<file path="src/hdl/rcl_pkg.sv">
package rcl_pkg;

	localparam int unsigned LETTERS = 26;
	localparam int unsigned QUEUE_DEPTH = 4;
	localparam int unsigned QUEUE_AW = $clog2(QUEUE_DEPTH);

	typedef logic [4:0] letter_t;

	localparam letter_t LAST_POS = letter_t'(LETTERS - 1);

	typedef struct packed {
		letter_t letter;
		letter_t fast;
		letter_t mid;
		letter_t slow;
	} rcl_req_t;

	localparam letter_t FAST_FWD [LETTERS] = '{
		5'd1, 5'd3, 5'd5, 5'd7, 5'd9, 5'd11, 5'd2, 5'd15, 5'd17, 5'd19, 5'd23, 5'd21, 5'd25,
		5'd13, 5'd24, 5'd4, 5'd8, 5'd22, 5'd6, 5'd0, 5'd10, 5'd12, 5'd20, 5'd18, 5'd16, 5'd14
	};
	localparam letter_t FAST_INV [LETTERS] = '{
		5'd19, 5'd0, 5'd6, 5'd1, 5'd15, 5'd2, 5'd18, 5'd3, 5'd16, 5'd4, 5'd20, 5'd5, 5'd21,
		5'd13, 5'd25, 5'd7, 5'd24, 5'd8, 5'd23, 5'd9, 5'd22, 5'd11, 5'd17, 5'd10, 5'd14, 5'd12
	};
	localparam letter_t MEDIUM_FWD [LETTERS] = '{
		5'd0, 5'd9, 5'd3, 5'd10, 5'd18, 5'd8, 5'd17, 5'd20, 5'd23, 5'd1, 5'd11, 5'd7, 5'd22,
		5'd19, 5'd12, 5'd2, 5'd16, 5'd6, 5'd25, 5'd13, 5'd15, 5'd24, 5'd5, 5'd21, 5'd14, 5'd4
	};
	localparam letter_t MEDIUM_INV [LETTERS] = '{
		5'd0, 5'd9, 5'd15, 5'd2, 5'd25, 5'd22, 5'd17, 5'd11, 5'd5, 5'd1, 5'd3, 5'd10, 5'd14,
		5'd19, 5'd24, 5'd20, 5'd16, 5'd6, 5'd4, 5'd13, 5'd7, 5'd23, 5'd12, 5'd8, 5'd21, 5'd18
	};
	localparam letter_t SLOW_FWD [LETTERS] = '{
		5'd4, 5'd10, 5'd12, 5'd5, 5'd11, 5'd6, 5'd3, 5'd16, 5'd21, 5'd25, 5'd13, 5'd19, 5'd14,
		5'd22, 5'd24, 5'd7, 5'd23, 5'd20, 5'd18, 5'd15, 5'd0, 5'd8, 5'd1, 5'd17, 5'd2, 5'd9
	};
	localparam letter_t SLOW_INV [LETTERS] = '{
		5'd20, 5'd22, 5'd24, 5'd6, 5'd0, 5'd3, 5'd5, 5'd15, 5'd21, 5'd25, 5'd1, 5'd4, 5'd2,
		5'd10, 5'd12, 5'd19, 5'd7, 5'd23, 5'd18, 5'd11, 5'd17, 5'd8, 5'd13, 5'd16, 5'd14, 5'd9
	};
	localparam letter_t REFLECT [LETTERS] = '{
		5'd8, 5'd23, 5'd20, 5'd7, 5'd5, 5'd4, 5'd25, 5'd3, 5'd0, 5'd14, 5'd12, 5'd19, 5'd10,
		5'd16, 5'd9, 5'd22, 5'd13, 5'd18, 5'd17, 5'd11, 5'd2, 5'd24, 5'd15, 5'd1, 5'd21, 5'd6
	};

	function automatic letter_t add26(letter_t a, letter_t b);
		logic [5:0] s;
		s = {1'b0, a} + {1'b0, b};
		if (s >= 6'(LETTERS)) begin
			s = s - 6'(LETTERS);
		end
		return s[4:0];
	endfunction

	function automatic letter_t sub26(letter_t a, letter_t b);
		logic [5:0] d;
		if (a >= b) begin
			d = {1'b0, a} - {1'b0, b};
		end else begin
			d = {1'b0, a} + 6'(LETTERS) - {1'b0, b};
		end
		return d[4:0];
	endfunction

endpackage

</file>
<file path="src/hdl/rcl_front.sv">
module rcl_front (
	input  logic             clk,
	input  logic             arst_n,
	input  logic             push,
	input  rcl_pkg::letter_t plain_letter,
	input  logic             restart,
	input  logic             q_full,
	output logic             q_push,
	output rcl_pkg::rcl_req_t q_data
);
	import rcl_pkg::*;

	letter_t fast_q, medium_q, slow_q;
	letter_t fast_eff, medium_eff, slow_eff;
	letter_t fast_nxt, medium_nxt, slow_nxt;
	letter_t letter_red;

	assign q_push = push && !q_full;

	always_comb begin
		if (restart) begin
			fast_eff = letter_t'(1);
			medium_eff = '0;
			slow_eff = '0;
		end else begin
			fast_eff = fast_q;
			medium_eff = medium_q;
			slow_eff = slow_q;
		end
		fast_nxt = fast_eff;
		medium_nxt = medium_eff;
		slow_nxt = slow_eff;
		if (fast_eff == LAST_POS) begin
			fast_nxt = '0;
			if (medium_eff == LAST_POS) begin
				medium_nxt = '0;
				slow_nxt = (slow_eff == LAST_POS) ? '0 : slow_eff + letter_t'(1);
			end else begin
				medium_nxt = medium_eff + letter_t'(1);
			end
		end else begin
			fast_nxt = fast_eff + letter_t'(1);
		end
	end

	// Letter codes above Z wrap around onto A through F.
	assign letter_red = (plain_letter >= letter_t'(LETTERS)) ?
		plain_letter - letter_t'(LETTERS) : plain_letter;

	assign q_data = '{letter: letter_red, fast: fast_eff, mid: medium_eff, slow: slow_eff};

	always_ff @(posedge clk or negedge arst_n) begin
		if (!arst_n) begin
			fast_q <= letter_t'(1);
			medium_q <= '0;
			slow_q <= '0;
		end else if (q_push) begin
			fast_q <= fast_nxt;
			medium_q <= medium_nxt;
			slow_q <= slow_nxt;
		end
	end

endmodule

</file>
<file path="src/hdl/rcl_queue.sv">
module rcl_queue (
	input  logic              clk,
	input  logic              arst_n,
	input  logic              wr_en,
	input  rcl_pkg::rcl_req_t wr_data,
	input  logic              rd_en,
	output rcl_pkg::rcl_req_t rd_data,
	output logic              full,
	output logic              empty
);
	import rcl_pkg::*;

	rcl_req_t entry_q [QUEUE_DEPTH];
	logic [QUEUE_AW-1:0] wr_ptr_q, rd_ptr_q;
	logic [QUEUE_AW:0] count_q;

	assign full = (count_q == (QUEUE_AW+1)'(QUEUE_DEPTH));
	assign empty = (count_q == '0);
	assign rd_data = entry_q[rd_ptr_q];

	always_ff @(posedge clk) begin
		if (wr_en) begin
			entry_q[wr_ptr_q] <= wr_data;
		end
	end

	always_ff @(posedge clk or negedge arst_n) begin
		if (!arst_n) begin
			wr_ptr_q <= '0;
			rd_ptr_q <= '0;
			count_q <= '0;
		end else begin
			if (wr_en) begin
				wr_ptr_q <= wr_ptr_q + 1'b1;
			end
			if (rd_en) begin
				rd_ptr_q <= rd_ptr_q + 1'b1;
			end
			if (wr_en && !rd_en) begin
				count_q <= count_q + 1'b1;
			end else if (rd_en && !wr_en) begin
				count_q <= count_q - 1'b1;
			end
		end
	end

endmodule

</file>
<file path="src/hdl/rcl_back.sv">
module rcl_back (
	input  logic              clk,
	input  logic              arst_n,
	input  rcl_pkg::rcl_req_t q_data,
	input  logic              q_empty,
	output logic              q_pop,
	input  logic              pop,
	output logic              empty,
	output rcl_pkg::letter_t  cipher_letter
);
	import rcl_pkg::*;

	logic advance;
	logic v_s1, v_s2, v_s3, v_s4, v_s5, v_s6;
	letter_t x_s1, x_s2, x_s3, x_s4, x_s5, x_s6;
	letter_t f_s1, m_s1, s_s1;
	letter_t f_s2, m_s2, s_s2;
	letter_t f_s3, m_s3, s_s3;
	letter_t f_s4, m_s4;
	letter_t f_s5;
	letter_t refl;

	// The whole pipeline moves together unless the finished letter is held.
	assign advance = !v_s6 || pop;
	assign q_pop = advance && !q_empty;
	assign empty = !v_s6;
	assign cipher_letter = x_s6;
	assign refl = REFLECT[x_s3];

	always_ff @(posedge clk or negedge arst_n) begin
		if (!arst_n) begin
			v_s1 <= 1'b0;
			v_s2 <= 1'b0;
			v_s3 <= 1'b0;
			v_s4 <= 1'b0;
			v_s5 <= 1'b0;
			v_s6 <= 1'b0;
		end else if (advance) begin
			v_s1 <= !q_empty;
			v_s2 <= v_s1;
			v_s3 <= v_s2;
			v_s4 <= v_s3;
			v_s5 <= v_s4;
			v_s6 <= v_s5;
		end
	end

	always_ff @(posedge clk) begin
		if (advance) begin
			x_s1 <= sub26(FAST_FWD[add26(q_data.letter, q_data.fast)], q_data.fast);
			f_s1 <= q_data.fast;
			m_s1 <= q_data.mid;
			s_s1 <= q_data.slow;

			x_s2 <= sub26(MEDIUM_FWD[add26(x_s1, m_s1)], m_s1);
			f_s2 <= f_s1;
			m_s2 <= m_s1;
			s_s2 <= s_s1;

			x_s3 <= sub26(SLOW_FWD[add26(x_s2, s_s2)], s_s2);
			f_s3 <= f_s2;
			m_s3 <= m_s2;
			s_s3 <= s_s2;

			x_s4 <= sub26(SLOW_INV[add26(refl, s_s3)], s_s3);
			f_s4 <= f_s3;
			m_s4 <= m_s3;

			x_s5 <= sub26(MEDIUM_INV[add26(x_s4, m_s4)], m_s4);
			f_s5 <= f_s4;

			x_s6 <= sub26(FAST_INV[add26(x_s5, f_s5)], f_s5);
		end
	end

endmodule

</file>
<file path="src/hdl/rotor_cipher_letter_stream.sv">
// Three-rotor letter cipher with a queue-style interface on both sides.
// Input channel: drive plain_letter and restart, raise push; the request is
// taken at a rising edge where push is high and full is low. Setting restart
// puts the rotors back to the message start position before that letter.
// Result channel: while empty is low, cipher_letter holds the oldest result;
// it is taken at a rising edge where pop is high and empty is low.
// After the accepting edge, a letter passes through the request queue and the
// six table stages of the cipher pipeline before empty goes low.
// Throughput is one letter per cycle in steady state with pop held high.
// If the receiver stops popping, the pipeline freezes in place and the
// four-entry request queue keeps taking letters until it fills; full then
// rises until pop resumes. Rotor stepping happens at acceptance, so stalls
// never change the cipher output.
// Reset clears the queue and pipeline (empty high, full low) and sets the
// rotors to the message start position.
module rotor_cipher_letter_stream (
	input  logic             clk,
	input  logic             arst_n,
	input  logic             push,
	output logic             full,
	input  rcl_pkg::letter_t plain_letter,
	input  logic             restart,
	output logic             empty,
	input  logic             pop,
	output rcl_pkg::letter_t cipher_letter
);
	import rcl_pkg::*;

	logic q_push, q_pop, q_empty;
	rcl_req_t q_wr_data, q_rd_data;

	rcl_front u_front (
		.clk          (clk),
		.arst_n       (arst_n),
		.push         (push),
		.plain_letter (plain_letter),
		.restart      (restart),
		.q_full       (full),
		.q_push       (q_push),
		.q_data       (q_wr_data)
	);

	rcl_queue u_queue (
		.clk     (clk),
		.arst_n  (arst_n),
		.wr_en   (q_push),
		.wr_data (q_wr_data),
		.rd_en   (q_pop),
		.rd_data (q_rd_data),
		.full    (full),
		.empty   (q_empty)
	);

	rcl_back u_back (
		.clk           (clk),
		.arst_n        (arst_n),
		.q_data        (q_rd_data),
		.q_empty       (q_empty),
		.q_pop         (q_pop),
		.pop           (pop),
		.empty         (empty),
		.cipher_letter (cipher_letter)
	);

endmodule

</file>
<file path="config.mk">
export PLATFORM = sky130hd
export DESIGN_NAME = rotor_cipher_letter_stream
export DESIGN_NICKNAME = d
export VERILOG_FILES = /design/src/hdl/rcl_pkg.sv /design/src/hdl/rcl_front.sv /design/src/hdl/rcl_queue.sv /design/src/hdl/rcl_back.sv /design/src/hdl/rotor_cipher_letter_stream.sv
export SDC_FILE = /design/constraint.sdc
export NUM_CORES = 1
export LEC_CHECK = 0
export CAP_MARGIN = 20
export CORE_ASPECT_RATIO = 0.6
export CORE_MARGIN = 5
export CORE_UTILIZATION = 60
export DETAILED_ROUTE_END_ITERATION = 10
export DONT_BUFFER_PORTS = 1
export HOLD_SLACK_MARGIN = 0.03
export PLACE_DENSITY_LB_ADDON = 0.1
export SETUP_SLACK_MARGIN = 0.5
export SYNTH_ARGS = -nofsm -noshare
export SYNTH_HDL_FRONTEND = slang
export SYNTH_SLANG_ARGS = --single-unit
</file>
<file path="constraint.sdc">
create_clock -name clk -period 7.45 [get_ports clk]
set_input_delay 2.235 -clock clk [delete_from_list [all_inputs] [get_ports clk]]
set_output_delay 2.235 -clock clk [all_outputs]
set_load 0.005 [all_outputs]
</file>
# == Yosys cells after proc, flatten, opt, wreduce, memory -nomap -nowiden ==
# Memories as Yosys holds them, arrays and structs flattened.
# Index checks and enable logic that the tools add are counted.
# op_classes
n_eq_ne,4
bitwise,7
n_mul,0
reduce_logical,12
addsub,38
order_cmp,20
mux,46
shifts,0
div_mod_pow,0
# ops
op,count
2-to-1 mux 5 bit,42
subtractor 5 bit,12
>= comparator 6 bit (second input constant),7
NOT 5 -> 6 bit,7
adder 5 x 5 -> 6 bit,6
>= comparator 6 x 5 -> 1 bit (second input constant),6
subtractor 5 bit (second input constant),7
adder 5 bit (second input constant),6
>= comparator 5 bit,6
adder 5 x 1 -> 5 bit (second input constant),3
== test 5 bit (second input constant),3
2-to-1 mux 3 bit,2
>= comparator 5 bit (second input constant),1
zero test 1 bit,5
adder 2 x 1 -> 2 bit (second input constant),2
logical AND 1 bit,4
adder 3 x 1 -> 3 bit (second input constant),1
== test 3 bit (second input constant),1
zero test 3 bit,1
subtractor 3 x 1 -> 3 bit (second input constant),1
2-to-1 mux 1 bit,2
nonzero test 2 bit,1
logical OR 1 bit,1
# totals
romBits,1120
n_memories,8
mem_bits_rw,80
regBits,118
latch_bits,0
input_bits,10
output_inout_bits,7
# memory_table
name,words,word_bits,rd,rd_ports_with_merged_regs,wr,line_no,source
(no name shown),32,5,1,0,0,rcl_back.sv:60,"x_s3 <= sub26(SLOW_FWD[add26(x_s2, s_s2)], s_s2);"
(no name shown),32,5,1,0,0,rcl_back.sv:65,"x_s4 <= sub26(SLOW_INV[add26(refl, s_s3)], s_s3);"
(no name shown),32,5,1,0,0,rcl_back.sv:69,"x_s5 <= sub26(MEDIUM_INV[add26(x_s4, m_s4)], m_s4);"
(no name shown),32,5,1,0,0,rcl_back.sv:72,"x_s6 <= sub26(FAST_INV[add26(x_s5, f_s5)], f_s5);"
(no name shown),32,5,1,0,0,rcl_back.sv:28,assign refl = REFLECT[x_s3];
(no name shown),32,5,1,0,0,rcl_back.sv:55,"x_s2 <= sub26(MEDIUM_FWD[add26(x_s1, m_s1)], m_s1);"
2 more memories,-,-,-,-,-,-,

# == Depth between registers and ports, before layout ==
# depth
word_depth,15
ltp_mapped,27

# == Hierarchy ==
# From an unflattened synthesis, not the netlist that was laid out.
# unflattened
cells_unflattened,1230
area_unflattened_um2,13845.8
# by_module_without_submodules
mod,instances,seq_area_each_um2,area_per_inst_um2,cells_each
rcl_back,1,2852.7,9411.5,955
rcl_queue,1,2577.5,3283.1,138
rcl_front,1,376.6,1151.1,137

# == Worst setup path before layout ==
# No wires, ideal clock.
# synth_path
path_type,input-to-reg
startpoint,in pop
endpoint,reg u_queue.count_q[1]
n_path_buf,1
setup_slack_ns,0.949
cell_stages,8
t_arrival_ns,6.376
t_required_ns,7.325
cell_sequence,nand2b_1 -> clkbuf_1 -> o31a_1 -> inv_1 -> ha_1 -> inv_1 -> fa_1 -> mux2_2
# synth_via
elab_chain_len,5
# synth_rtl
element,line_no,source
from (decl),rotor_cipher_letter_stream.sv:24,"input logic pop,"
logical OR 1 bit *,rcl_back.sv:24,assign advance = !v_s6 || pop;
via u_back.advance,rcl_back.sv:13,logic advance;
logical AND 1 bit *,rcl_back.sv:25,assign q_pop = advance && !q_empty;
zero test 1 bit,rcl_queue.sv:39,if (wr_en && !rd_en) begin
logical AND 1 bit,rcl_queue.sv:39,
2-to-1 mux 3 bit / nonzero test 2 bit (equally long branches),-,
to (signal assigned),rcl_queue.sv:40,count_q <= count_q + 1'b1;
to (signal assigned),rcl_queue.sv:42,count_q <= count_q - 1'b1;
to (decl),rcl_queue.sv:15,logic [QUEUE_AW:0] count_q;
# Mark *: on every way through the listed nets, which the timed path passes. The rest lies on a longest branch.
# A chain may end at the register's enable or synchronous reset.

==> impl_metrics.yaml <==
place:
  gp_congestion: 0.853
  io_buffers: 0
  dpl_cell_area_sq_mm: 0.0139
  hpwlAfterDp_um: 19300
min_path:
  min_path_type: "reg2reg"
critical_path:
  worst-r2r-setup-slack_ps: 1360
  crit_fanout: 15
  slowest_stage: "dfrtp_1"
  path_cells: "buf_4, mux4_2, ha_1, a211oi_1, nor3b_1, a211oi_1, a21oi_1, xnor2_1, inv_1, ha_1, mux2_2, o221ai_1, ha_1, inv_1, nor2_1, o21ai_0, o311ai_0, a21o_1, a21o_1, mux2i_1, xnor2_1"
  cp.arrival_ps: 6280
  start_kind: "register"
  crit_path_frequent_cell: "ha_1"
  endpoint_kind: "register"
  crit_family: "compound AO/OA/AOI/OAI gates"
  worstPathRequired_ps: 7640
  cp_num_buf_inv: 3
  max_stage_delay_ps: 610
  crit_type: "reg2reg"
synth:
  syn-num-nets: 1384
  async_flop_share_pct: 14.1
  ys.flop_type: "edfxtp_1"
  syn_avg_cell_area_sq_um: 11.4
  synth_edf_count: 170
  netlist_instances: 1199
  yosys_warnings: 0
  yosys_register_bits: 198
  synth.area.top_cells: "edfxtp_1, ha_1, dfrtp_1"
  yosysSeqAreaShare_pct: 42.6
  synth_top_area_share_pct: 37.5
  yosys.area.top_type: "edfxtp_1"
  ys_types: 78
  synth_area_sq_mm: 0.0136
run:
  drv_cap: 0
clocking:
  cts.hold.buffers_added: 0
  htreeDepth: 4
  root_buffer: "clkbuf_16"
  clock_latency_ps: 440
  cts.sinks: 198
  cts_setup_buffers: 0
  clkTransAtPathRegs_ps: 80
  cts_resized: 0
  cts_buffers: 17
  cts_tree: "done"
  clk_path_buf_depth: 2
routing:
  wl_um: 25900
  vias: 8808
  vias_per_cell: 5.81
  drtAntennaViolNets: 0
  drt-initial-drc-count: 648
  firstDrtPassIters: 5
  drcViolationCount: 0
  wire_per_inst_um: 17.1
cells_and_area:
  drive_above_1_share_pct: 8.36
  final_cell_mix: "edfxtp_1, ha_1, inv_1"
  top_register: "u_queue.entry_q"
  nets: 1380
  largest_reg_flops: 80
  fillers: 1645
  fin_area_sq_mm: 0.0146
  antenna_cells: 0
  synthToLayoutAreaGrowth_pct: 7.02
  final_common_cell: "edfxtp_1"
timing:
  fin_crit_ps: 6090
  max_slew.worst_pin.slew_ps: 1070
  relSlewSlack_pct: 28.8
  rsz0062_at_grt: "false"
  skew_ps: 12.1
  hold_viol_final: 0
  finalSetupTns_ps: 0
  clock.fmax_mhz: 164
  setup-violations-final: 0
  fin_crit_sh_pct: 81.8
  drv_slew: 0
floorplanning:
  die_area_sq_mm: 0.0259
  row_count: 42
  coreArea_sq_mm: 0.0222
  pin_count: 17
  fp.dieH_um: 127
  start_util_pct: 61.4
  die_w_um: 205
status:
  status: "finished, final reports clean"
grt:
  grt_overflow_total: 0
  grtUsageTotal_pct: 20.7
  grt_max_degree: 89
  antenna_found_initial: 0
  grt_pass1_vias: 8161
  grt_pass1_wl_um: 43000
## per-layer routing
layer	wire [um]	vias up	track usage, %	part of all wire, %
li1	-	4370	-	-
met3	1230	13	3.21	4.7
met1	13800	4224	34.5	53
met2	10700	201	28.7	41
met4	184	0	3.94	0.71
met5	0	-	0	0
## logic make-up (layout without fill, tap and decap cells)
family                   Yosys count  count (layout)  synth area share (%)
AO/OA/AOI/OAI                    292             292                  14.8
flip-flops                       198             198                  42.6
AND/OR/NAND/NOR                  233             233                  8.32
XOR/XNOR                          77              77                  5.17
buffers and inverters            155             164                  4.39
multiplexers                      69              69                  7.27
adder cells (fa/ha/maj)          175             175                  17.4
## area by class of cell
class	count	area [sq um]	area share [%]
clock buffer	17	425	2.92
timing repair buffer	4	50.0	0.343
inverter	128	480	3.30
sequential	198	5810	39.8
clock inverter	15	205	1.41
tap	308	385	2.64
multi-input combinational	846	7230	49.6
## cells in the mapped netlist, types with 6 or more instances
library cell	instances
edfxtp_1	170
ha_1	150
inv_1	128
o21ai_0	73
nand2_1	70
nor2_1	54
xnor2_1	46
a21oi_1	43
a21o_1	35
mux2i_1	30
dfrtp_1	27
xor2_1	27
fa_1	25
mux4_2	22
nor2b_1	19
o31ai_1	18
clkbuf_1	17
nand3_1	17
mux2_2	16
nand2b_1	16
a211oi_1	14
nor3_1	14
and2_1	10
o211ai_1	10
a31oi_1	9
o21a_1	9
o22ai_1	8
buf_2	7
a22oi_1	6
and3_1	6
o21bai_1	6
## worst paths after layout
kind,startpoint,to,cells after the start
max reg2reg,u_queue.rd_ptr_q[0],u_back.x_s1[4],21
max in group asynchronous,arst_n,u_front.fast_q[0],0
min,u_back.f_s4[2],u_back.f_s5[2],0
min in group asynchronous,arst_n,u_queue.wr_ptr_q[0],0
max,u_queue.rd_ptr_q[0],u_back.x_s1[4],21
min reg2reg,u_back.f_s4[2],u_back.f_s5[2],0
## through the flow
step	std cells	setup slack (ps)	hold WS [ps]	util, %
after floorplan	1199	949	400	-
after global placement	1483	1610	403	62.8
after detailed placement	1483	1410	405	62.8
after CTS	1515	1370	417	65.6
after global routing	1516	830	425	65.7
final	1516	1360	416	65.7
Power is not shown: default switching activity piles up to over one toggle a cycle in this logic, so the estimate is an artifact.
